[src/hw/rtl/swcl_pkg.sv]
// Shared types, constants and helper functions for the stop-and-wait command link.
// This package has no dependencies. The core, the output queue and the top level use it.
package swcl_pkg;

  localparam int unsigned WordW  = 16;
  localparam int unsigned CmdW   = 4;
  localparam int unsigned DevW   = 8;
  localparam int unsigned ActW   = 2;
  localparam int unsigned TickW  = 8;
  localparam int unsigned RetryW = 4;
  localparam int unsigned CfgIdxW = 2;
  localparam int unsigned CfgDataW = 8;

  localparam logic [ActW-1:0] ACT_REQUEST = 2'd0;
  localparam logic [ActW-1:0] ACT_RX_WORD = 2'd1;
  localparam logic [ActW-1:0] ACT_TICK    = 2'd2;

  localparam logic [CfgIdxW-1:0] CFG_RESP_TIMEOUT = 2'd0;
  localparam logic [CfgIdxW-1:0] CFG_QUIET_SHORT  = 2'd1;
  localparam logic [CfgIdxW-1:0] CFG_QUIET_LONG   = 2'd2;
  localparam logic [CfgIdxW-1:0] CFG_RETRY_LIMIT  = 2'd3;

  localparam logic [CmdW-1:0] CMD_TGTPOS   = 4'd0;
  localparam logic [CmdW-1:0] CMD_CURPOS   = 4'd1;
  localparam logic [CmdW-1:0] CMD_MOVING   = 4'd2;
  localparam logic [CmdW-1:0] CMD_SENSOR   = 4'd3;
  localparam logic [CmdW-1:0] CMD_WHEELSPD = 4'd4;
  localparam logic [CmdW-1:0] CMD_SETPOS   = 4'd5;
  localparam logic [CmdW-1:0] CMD_SETSPD   = 4'd6;
  localparam logic [CmdW-1:0] CMD_SETMODE  = 4'd7;
  localparam logic [CmdW-1:0] CMD_SETWHEEL = 4'd8;
  localparam logic [CmdW-1:0] CMD_FIRST_INVALID = 4'd9;

  localparam logic [WordW-1:0] ACK_WORD = 16'h0000;
  localparam logic [RetryW-1:0] RETRY_MAX = 4'hf;

  typedef struct packed {
    logic [ActW-1:0]  action;
    logic [CmdW-1:0]  command;
    logic [DevW-1:0]  dev_addr;
    logic [WordW-1:0] target_value;
    logic [WordW-1:0] rx_word;
  } in_item_t;

  typedef struct packed {
    logic              kind;
    logic [WordW-1:0]  tx_word;
    logic              status;
    logic [WordW-1:0]  response_value;
    logic              last;
  } result_t;

  typedef struct packed {
    logic [TickW-1:0]  resp_timeout;
    logic [TickW-1:0]  quiet_short;
    logic [TickW-1:0]  quiet_long;
    logic [RetryW-1:0] retry_limit;
  } cfg_t;

  function automatic logic [7:0] type_letter(input logic [CmdW-1:0] cmd);
    logic [7:0] letter;
    begin
      case (cmd)
        CMD_TGTPOS:   letter = 8'h70;
        CMD_CURPOS:   letter = 8'h71;
        CMD_MOVING:   letter = 8'h6d;
        CMD_SENSOR:   letter = 8'h76;
        CMD_WHEELSPD: letter = 8'h73;
        CMD_SETPOS:   letter = 8'h50;
        CMD_SETSPD:   letter = 8'h53;
        CMD_SETMODE:  letter = 8'h4d;
        CMD_SETWHEEL: letter = 8'h57;
        default:      letter = 8'h00;
      endcase
      return letter;
    end
  endfunction

endpackage

[src/hw/rtl/swcl_core.sv]
// Protocol state and per-event decision logic of the stop-and-wait command link.
// Depends on swcl_pkg. Produces up to two results for each event it processes.
module swcl_core (
  input  logic              clk_i,
  input  logic              rst_ni,
  input  logic              fire_i,
  input  swcl_pkg::in_item_t item_i,
  input  swcl_pkg::cfg_t    cfg_i,
  output logic [1:0]        res_cnt_o,
  output swcl_pkg::result_t res0_o,
  output swcl_pkg::result_t res1_o
);

  localparam logic [2:0] PH_IDLE = 3'd0;
  localparam logic [2:0] PH_QHDR = 3'd1;
  localparam logic [2:0] PH_QACK = 3'd2;
  localparam logic [2:0] PH_SHDR = 3'd3;
  localparam logic [2:0] PH_SVAL = 3'd4;

  logic [2:0]                      phase_q, phase_d;
  logic [swcl_pkg::CmdW-1:0]       cmd_q, cmd_d;
  logic [swcl_pkg::DevW-1:0]       dev_q, dev_d;
  logic [swcl_pkg::WordW-1:0]      tgt_q, tgt_d;
  logic [swcl_pkg::TickW-1:0]      tick_q, tick_d;
  logic [swcl_pkg::RetryW-1:0]     att_q, att_d;
  logic [swcl_pkg::WordW-1:0]      ans_q, ans_d;

  logic [swcl_pkg::TickW-1:0]      tick_inc;
  logic [swcl_pkg::TickW-1:0]      quiet;
  logic [swcl_pkg::RetryW-1:0]     att_inc;
  logic [swcl_pkg::WordW-1:0]      hdr_held;
  logic [swcl_pkg::WordW-1:0]      hdr_new;
  logic [1:0]                      cnt;
  swcl_pkg::result_t               r0, r1;

  assign hdr_held = {swcl_pkg::type_letter(cmd_q), dev_q};
  assign hdr_new  = {swcl_pkg::type_letter(item_i.command), item_i.dev_addr};
  assign tick_inc = tick_q + 8'd1;
  assign att_inc  = (att_q < swcl_pkg::RETRY_MAX) ? att_q + 4'd1 : att_q;
  assign quiet    = (cmd_q <= swcl_pkg::CMD_MOVING) ? cfg_i.quiet_short : cfg_i.quiet_long;

  always_comb begin
    phase_d = phase_q;
    cmd_d   = cmd_q;
    dev_d   = dev_q;
    tgt_d   = tgt_q;
    tick_d  = tick_q;
    att_d   = att_q;
    ans_d   = ans_q;
    cnt     = 2'd0;
    r0      = '0;
    r1      = '0;
    case (item_i.action)
      swcl_pkg::ACT_REQUEST: begin
        if (phase_q == PH_IDLE) begin
          cmd_d  = item_i.command;
          dev_d  = item_i.dev_addr;
          tgt_d  = item_i.target_value;
          tick_d = '0;
          att_d  = '0;
          ans_d  = '0;
          cnt    = 2'd1;
          if (item_i.command < swcl_pkg::CMD_SETPOS) begin
            phase_d    = PH_QHDR;
            r0.tx_word = hdr_new;
          end else if (item_i.command < swcl_pkg::CMD_FIRST_INVALID) begin
            phase_d    = PH_SHDR;
            r0.tx_word = hdr_new;
          end else begin
            r0.kind = 1'b1;
          end
        end
      end
      swcl_pkg::ACT_RX_WORD: begin
        case (phase_q)
          PH_QHDR: begin
            ans_d   = item_i.rx_word;
            phase_d = PH_QACK;
            tick_d  = '0;
            cnt     = 2'd1;
            r0.tx_word = swcl_pkg::ACK_WORD;
          end
          PH_QACK: begin
            tick_d = '0;
            cnt    = 2'd1;
            r0.tx_word = swcl_pkg::ACK_WORD;
          end
          PH_SHDR, PH_SVAL: begin
            tick_d = '0;
            if (item_i.rx_word == swcl_pkg::ACK_WORD) begin
              cnt = 2'd1;
              if (phase_q == PH_SHDR) begin
                phase_d    = PH_SVAL;
                r0.tx_word = tgt_q;
              end else begin
                phase_d = PH_IDLE;
                r0.kind = 1'b1;
              end
            end else begin
              cnt        = 2'd2;
              r0.tx_word = swcl_pkg::ACK_WORD;
              r1.tx_word = (phase_q == PH_SHDR) ? hdr_held : tgt_q;
            end
          end
          default: begin
          end
        endcase
      end
      swcl_pkg::ACT_TICK: begin
        if (phase_q != PH_IDLE) begin
          tick_d = tick_inc;
          if (phase_q == PH_QACK) begin
            if (tick_inc >= quiet) begin
              phase_d = PH_IDLE;
              tick_d  = '0;
              cnt     = 2'd1;
              r0.kind = 1'b1;
              r0.response_value = ans_q;
            end
          end else if (tick_inc >= cfg_i.resp_timeout) begin
            tick_d = '0;
            cnt    = 2'd1;
            if (phase_q == PH_QHDR && cmd_q >= swcl_pkg::CMD_MOVING) begin
              att_d = att_inc;
              if (att_inc >= cfg_i.retry_limit) begin
                phase_d   = PH_IDLE;
                r0.kind   = 1'b1;
                r0.status = 1'b1;
              end else begin
                r0.tx_word = hdr_held;
              end
            end else if (phase_q == PH_SVAL) begin
              r0.tx_word = tgt_q;
            end else begin
              r0.tx_word = hdr_held;
            end
          end
        end
      end
      default: begin
      end
    endcase
    r0.last = (cnt == 2'd1);
    r1.last = 1'b1;
  end

  always_ff @(posedge clk_i or negedge rst_ni) begin
    if (!rst_ni) begin
      phase_q <= PH_IDLE;
      cmd_q   <= '0;
      dev_q   <= '0;
      tgt_q   <= '0;
      tick_q  <= '0;
      att_q   <= '0;
      ans_q   <= '0;
    end else if (fire_i) begin
      phase_q <= phase_d;
      cmd_q   <= cmd_d;
      dev_q   <= dev_d;
      tgt_q   <= tgt_d;
      tick_q  <= tick_d;
      att_q   <= att_d;
      ans_q   <= ans_d;
    end
  end

  assign res_cnt_o = fire_i ? cnt : 2'd0;
  assign res0_o    = r0;
  assign res1_o    = r1;

endmodule

[src/hw/rtl/swcl_out_fifo.sv]
// Result queue of the stop-and-wait command link: takes up to two results per cycle.
// Depends on swcl_pkg. Hands one result per transfer to the output side.
module swcl_out_fifo (
  input  logic              clk_i,
  input  logic              rst_ni,
  input  logic [1:0]        push_cnt_i,
  input  swcl_pkg::result_t push0_i,
  input  swcl_pkg::result_t push1_i,
  output logic              room2_o,
  output logic              valid_o,
  input  logic              ready_i,
  output swcl_pkg::result_t data_o
);

  localparam int unsigned Depth = 4;
  localparam int unsigned PtrW  = $clog2(Depth);

  swcl_pkg::result_t mem_q [Depth];
  logic [PtrW-1:0] wr_q, rd_q;
  logic [PtrW:0]   cnt_q;
  logic            pop;
  logic [PtrW-1:0] wr_next;

  assign pop     = valid_o && ready_i;
  assign valid_o = (cnt_q != '0);
  assign room2_o = (cnt_q <= (PtrW+1)'(Depth - 2));
  assign data_o  = mem_q[rd_q];
  assign wr_next = wr_q + PtrW'(1);

  always_ff @(posedge clk_i) begin
    if (push_cnt_i != 2'd0) begin
      mem_q[wr_q] <= push0_i;
    end
    if (push_cnt_i == 2'd2) begin
      mem_q[wr_next] <= push1_i;
    end
  end

  always_ff @(posedge clk_i or negedge rst_ni) begin
    if (!rst_ni) begin
      wr_q  <= '0;
      rd_q  <= '0;
      cnt_q <= '0;
    end else begin
      wr_q  <= wr_q + PtrW'(push_cnt_i);
      rd_q  <= rd_q + PtrW'(pop);
      cnt_q <= cnt_q + (PtrW+1)'(push_cnt_i) - (PtrW+1)'(pop);
    end
  end

endmodule

[src/hw/rtl/stop_and_wait_command_link_unit.sv]
// Top level of the stop-and-wait command link requester.
// Depends on swcl_pkg, swcl_core and swcl_out_fifo; holds the input register and config.
//
// Channel   Direction  Carries
// s_axis    in         one event: request, received radio word or time tick
// m_axis    out        one result: word to transmit or request finished
// cfg       in         register writes, index 0..3, no read-back
//
// An event is processed from the input register once the queue has room for two results.
// A new event is taken every cycle while the result queue has room for two results.
// An event yields up to two results; one drains per cycle while m_axis_tready is high.
// Reset returns the link to idle and the registers to 20, 30, 50 and 5.
module stop_and_wait_command_link_unit (
  input  logic        clk_i,
  input  logic        rst_ni,
  input  logic        s_axis_tvalid,
  output logic        s_axis_tready,
  // command[3:0], dev_addr[11:4], target_value[27:12], rx_word[43:28], zero fill
  input  logic [47:0] s_axis_tdata,
  // action[1:0]
  input  logic [1:0]  s_axis_tuser,
  output logic        m_axis_tvalid,
  input  logic        m_axis_tready,
  // tx_word[15:0], status[16], response_value[32:17], zero fill
  output logic [39:0] m_axis_tdata,
  // kind[0]
  output logic        m_axis_tuser,
  output logic        m_axis_tlast,
  input  logic        cfg_we_i,
  input  logic [swcl_pkg::CfgIdxW-1:0]  cfg_index_i,
  input  logic [swcl_pkg::CfgDataW-1:0] cfg_wdata_i
);

  swcl_pkg::in_item_t item_q;
  logic               item_vld_q;
  logic               advance;
  logic               room2;
  swcl_pkg::cfg_t     cfg_q;
  logic [1:0]         res_cnt;
  swcl_pkg::result_t  res0, res1, head;

  assign advance       = item_vld_q && room2;
  assign s_axis_tready = !item_vld_q || advance;

  always_ff @(posedge clk_i or negedge rst_ni) begin
    if (!rst_ni) begin
      item_vld_q <= 1'b0;
    end else if (s_axis_tready) begin
      item_vld_q <= s_axis_tvalid;
    end
  end

  always_ff @(posedge clk_i) begin
    if (s_axis_tvalid && s_axis_tready) begin
      item_q.action       <= s_axis_tuser;
      item_q.command      <= s_axis_tdata[3:0];
      item_q.dev_addr     <= s_axis_tdata[11:4];
      item_q.target_value <= s_axis_tdata[27:12];
      item_q.rx_word      <= s_axis_tdata[43:28];
    end
  end

  always_ff @(posedge clk_i or negedge rst_ni) begin
    if (!rst_ni) begin
      cfg_q.resp_timeout <= 8'd20;
      cfg_q.quiet_short  <= 8'd30;
      cfg_q.quiet_long   <= 8'd50;
      cfg_q.retry_limit  <= 4'd5;
    end else if (cfg_we_i) begin
      case (cfg_index_i)
        swcl_pkg::CFG_RESP_TIMEOUT: cfg_q.resp_timeout <= cfg_wdata_i;
        swcl_pkg::CFG_QUIET_SHORT:  cfg_q.quiet_short  <= cfg_wdata_i;
        swcl_pkg::CFG_QUIET_LONG:   cfg_q.quiet_long   <= cfg_wdata_i;
        swcl_pkg::CFG_RETRY_LIMIT:  cfg_q.retry_limit  <= cfg_wdata_i[3:0];
        default: begin
        end
      endcase
    end
  end

  swcl_core u_core (
    .clk_i     (clk_i),
    .rst_ni    (rst_ni),
    .fire_i    (advance),
    .item_i    (item_q),
    .cfg_i     (cfg_q),
    .res_cnt_o (res_cnt),
    .res0_o    (res0),
    .res1_o    (res1)
  );

  swcl_out_fifo u_out_fifo (
    .clk_i      (clk_i),
    .rst_ni     (rst_ni),
    .push_cnt_i (res_cnt),
    .push0_i    (res0),
    .push1_i    (res1),
    .room2_o    (room2),
    .valid_o    (m_axis_tvalid),
    .ready_i    (m_axis_tready),
    .data_o     (head)
  );

  assign m_axis_tdata = {7'd0, head.response_value, head.status, head.tx_word};
  assign m_axis_tuser = head.kind;
  assign m_axis_tlast = head.last;

endmodule

[config.mk]
export PLATFORM = sky130hd
export DESIGN_NAME = stop_and_wait_command_link_unit
export DESIGN_NICKNAME = d
export VERILOG_FILES = /design/src/hw/rtl/swcl_pkg.sv /design/src/hw/rtl/swcl_core.sv /design/src/hw/rtl/swcl_out_fifo.sv /design/src/hw/rtl/stop_and_wait_command_link_unit.sv
export SDC_FILE = /design/constraint.sdc
export NUM_CORES = 1
export LEC_CHECK = 0
export ABC_AREA = 1
export BUFFER_PORTS_ARGS = -buffer_cell sky130_fd_sc_hd__buf_4
export CELL_PAD_IN_SITES_DETAIL_PLACEMENT = 0
export CELL_PAD_IN_SITES_GLOBAL_PLACEMENT = 2
export CORE_AREA = 2 2 194 196
export CTS_BUF_LIST = sky130_fd_sc_hd__clkbuf_8 sky130_fd_sc_hd__clkbuf_16
export DETAILED_ROUTE_END_ITERATION = 7
export DIE_AREA = 0 0 196 198
export HOLD_SLACK_MARGIN = 0.05
export PLACE_DENSITY_LB_ADDON = 0.15
export SYNTH_ARGS = -nofsm -noshare
export SYNTH_HDL_FRONTEND = slang
export SYNTH_SLANG_ARGS = --single-unit
[constraint.sdc]
create_clock -name clk_i -period 7.65 [get_ports clk_i]
set_clock_uncertainty 0.2 [all_clocks]
set_input_delay 1.53 -clock clk_i [delete_from_list [all_inputs] [get_ports clk_i]]
set_output_delay 1.53 -clock clk_i [all_outputs]
set_load 0.01 [all_outputs]
==> results.toml <==
[outcome]
run_status = "finished clean"

[route]
viasPerCell = 5.22
ant_nets = 0
first_iter_violations = 1094
drt-pass1-iter-count = 5
drc_errors = 0
vias = 12100
wl_mm = 42.8
wl_per_cell_um = 18.5

[clocking]
post_cts.repair.setup_buffers = 0
ctsResizeCount = 0
cts-root-buf = "clkbuf_16"
clk_latency_ns = 0.54
cts.reportedPaths.clkPinSlew_ns = 0.06
hold_buffers = 0
cts_buffers = 36
htree_levels = 2
clockBufferDepth = 3
cts_tree = "done"
clock-sinks = 288

[global_route]
grt_busiest_layer = "met2"
grt_overflow = 0
grt_pass1_vias = 11400
antenna_found_initial = 0
use_met1 = 0.326
grt_pass1_wl_mm = 67.1
grt_max_degree = 123
grtUsageMet3 = 0.0283
grtUsageTotal = 0.225
gr-usage-met2 = 0.355

[logic_synthesis]
synth_adder_area_share = 0.0384
ys_async_sr_fraction = 0.330
yosysSeqAreaShare = 0.506
synth-edff-count = 110
synth_xor_area_frac = 0.00843
synthFlopType = "edfxtp_1"
synthMuxAreaShare = 0.0126
ys_seq_elements = 288
syn_inst = 1764
yosys.area_share.simple = 0.217
synth_top_family_by_area = "simple AND/OR/NAND/NOR gates"
synth.cell_area_mm2 = 0.0146
ys_warn_count = 0
synth_cell_types = 46
synth_compound_area_frac = 0.145
avgSynthCellArea_um2 = 8.25

[sta]
rsz0062_at_grt = "false"
tightest_slew_ns = 1.18
fmaxAchievable_mhz = 181
fin_crit_sh = 0.720
setup-violations-final = 0
final_max_slew_viol_count = 0
period_needed_ns = 5.51
final.setup.tns_ns = 0
hold_violations = 0
hold_ws_ns = 0.261
relSlewSlack = 0.212

[cells_and_area]
syn2layout_area_growth_pct = 15.8
fin_area_mm2 = 0.0168
layout.nets = 1921
drive_above_1_share = 0.126
fin_util = 0.456
num_antenna_cells = 0

[setup_path]
end_kind = "flip-flop"
cpMostUsedCell = "nand2_1"
worstPathMaxFanout = 122
crit_path_max_incr_delay_ns = 0.90
crit_family = "simple AND/OR/NAND/NOR gates"
arrival_ns = 5.47
cp_cell_sequence = "inv_1 > ha_1 > o21ai_1 > mux2_2 > ha_1 > nand2_1 > nor2_1 > nor2_1 > nand2_1 > nand2_1 > nand3_1 > nand3_1 > nand2_2 > nand2_1 > nand2_8 > nand2_1 > nand2_1"
start_kind = "flip-flop"
path_buf_inv = 1
path_class = "reg -> reg"
critPathSlowestCell = "o21ai_1"
required_ns = 7.61

[power]
p_leak_nw = 7.49
powerDensity_mw_per_mm2 = 389
vdd_ir_drop_max_uv = 205
finalPower_mw = 6.56

[flow_run]
drv_cap = 0

[placement]
port-buffer-count = 97
placed_area_mm2 = 0.0156
gp_congestion = 0.844
hpwl_mm = 27.3

[floorplanning]
die_area_mm2 = 0.0388
core-area_mm2 = 0.0370
num_rows = 71
die_h_um = 198
start_util = 0.394
die_x_um = 196
boundaryPins = 109

[min_path]
hp-class = "reg -> reg"
-- cells by family (layout without fill, tap and decap cells) --
logic type                 after synthesis  in the layout
and+or+nand+nor                        747            747
AOI/OAI and AO/OA                      396            396
DFF                                    288            288
buffers and inverters                  257            325
adders and majority gates               44             44
muxes                                   17             17
xor gates and xnor gates                14             14
other                                    1              7
-- synthesized netlist by cell type (2+ instances only) --
master,instances,area (um^2)
xor2_1,11,96.3
mux2_2,10,113
clkbuf_1,67,251
buf_4,10,75.1
o22ai_1,47,294
o211ai_1,4,30.0
nor3_2,2,20.0
ha_1,43,538
nor2_1,221,830
dfrtp_1,84,2100
nand4_1,7,43.8
dfstp_2,11,289
nand3_1,199,996
mux2i_1,7,70.1
o31ai_1,2,15.0
o21ai_0,187,936
nor2_4,3,33.8
inv_1,136,510
o21bai_1,2,15.0
buf_6,4,45.0
o21ai_1,31,155
xnor2_1,3,26.3
nand2_1,294,1100
a21oi_1,112,561
buf_2,23,115
dfxtp_1,83,1660
nor3_1,6,30.0
nand3_2,3,30.0
nand2_2,9,56.3
or2_2,2,12.5
buf_1,7,26.3
edfxtp_1,110,3300
a211oi_1,3,22.5
inv_2,9,33.8
-- path summary, 6_finish.rpt --
path                       cells past startpoint                                  end  slack [ns]                                start
setup / recovery                              17    u_out_fifo.mem_q[3][32]$_DFFE_PP_        2.14          u_core.cmd_q[0]$_DFFE_PN0P_
hold / removal                                 2  u_out_fifo.mem_q[0][0]$_SDFFE_PP1P_        0.26  u_out_fifo.mem_q[0][0]$_SDFFE_PP1P_
setup reg to reg                              17    u_out_fifo.mem_q[3][32]$_DFFE_PP_        2.14          u_core.cmd_q[0]$_DFFE_PN0P_
hold reg to reg                                2  u_out_fifo.mem_q[0][0]$_SDFFE_PP1P_        0.26  u_out_fifo.mem_q[0][0]$_SDFFE_PP1P_
max in group asynchronous                      2         u_out_fifo.rd_q[0]$_DFF_PN0_        5.25                               rst_ni
min in group asynchronous                      1                 cfg_q[6]$_DFFE_PN0P_        0.66                               rst_ni
-- registers in the layout, indices dropped and copies added (netlist names) --
signal            flops
u_out_fifo.rd_q       2
u_out_fifo.wr_q       2
item_vld_q            1
u_out_fifo.mem_q    140
u_core.dev_q          8
item_q               46
u_core.tick_q         8
cfg_q                28
u_core.cmd_q          4
u_core.hdr_new        7
u_core.ans_q         16
u_core.phase_q        3
u_core.tgt_q         16
u_core.att_q          4
u_out_fifo.cnt_q      3
-- placed cells by master (no fill, tap or decap), types with 3 or more instances in the layout --
master and n:
nand3_2 3, nand2_1 291, xnor2_1 3, mux2_2 10, a211oi_1 3, nand3_1 199
o21ai_1 31, inv_2 10, a21oi_1 112, nor3_1 5, o21ai_0 187, ha_1 43
bufinv_16 7, nor2_4 6, dfrtp_1 83, clkbuf_16 38, o211ai_1 4, conb_1 7
xor2_1 11, clkinv_2 7, buf_4 115, o22ai_1 47, nor3_2 3, inv_1 142
nand4_1 7, dfxtp_1 83, clkbuf_8 3, mux2i_1 7, nand2_2 11, nor2_1 218
dfstp_2 11, edfxtp_1 110
-- metrics by stage --
| stage | setup WS, ns | std cells |
|---|---|---|
| floorplan | 3.73 | 1770 |
| global placement | 2.15 | 2248 |
| detailed placement | 2.12 | 2248 |
| CTS | 2.11 | 2312 |
| global route | 1.79 | 2312 |
| finish | 2.14 | 2312 |
-- layout make-up --
type,count,area [um^2]
clock inverter,23,290
fill,3692,20100
multi-input combinational,1225,6200
tap,474,593
clock buffer,41,992
timing repair buffer,115,863
inverter,146,548
sequential,288,7360
-- tightest hold or removal path: stages, from the launching register on --
cell and delay [ns]:
dfxtp_1 0.32, nand2_1 0.05, nand3_1 0.05
-- per-layer routing --
metal	share of wire	vias up
li1	-	6039
met1	0.49	5706
met2	0.45	276
met3	0.046	48
met4	0.017	0
met5	0	-
-- report_power, final --
| part | internal (mW) | switching (mW) | total, mW |
|---|---|---|---|
| sequential | 2.08 | 0.250 | 2.33 |
| combinational | 0.813 | 1.58 | 2.39 |
| clock | 1.16 | 0.676 | 1.84 |
| total | 4.06 | 2.50 | 6.56 |
Note: power is estimated with default switching activity, not from simulation.
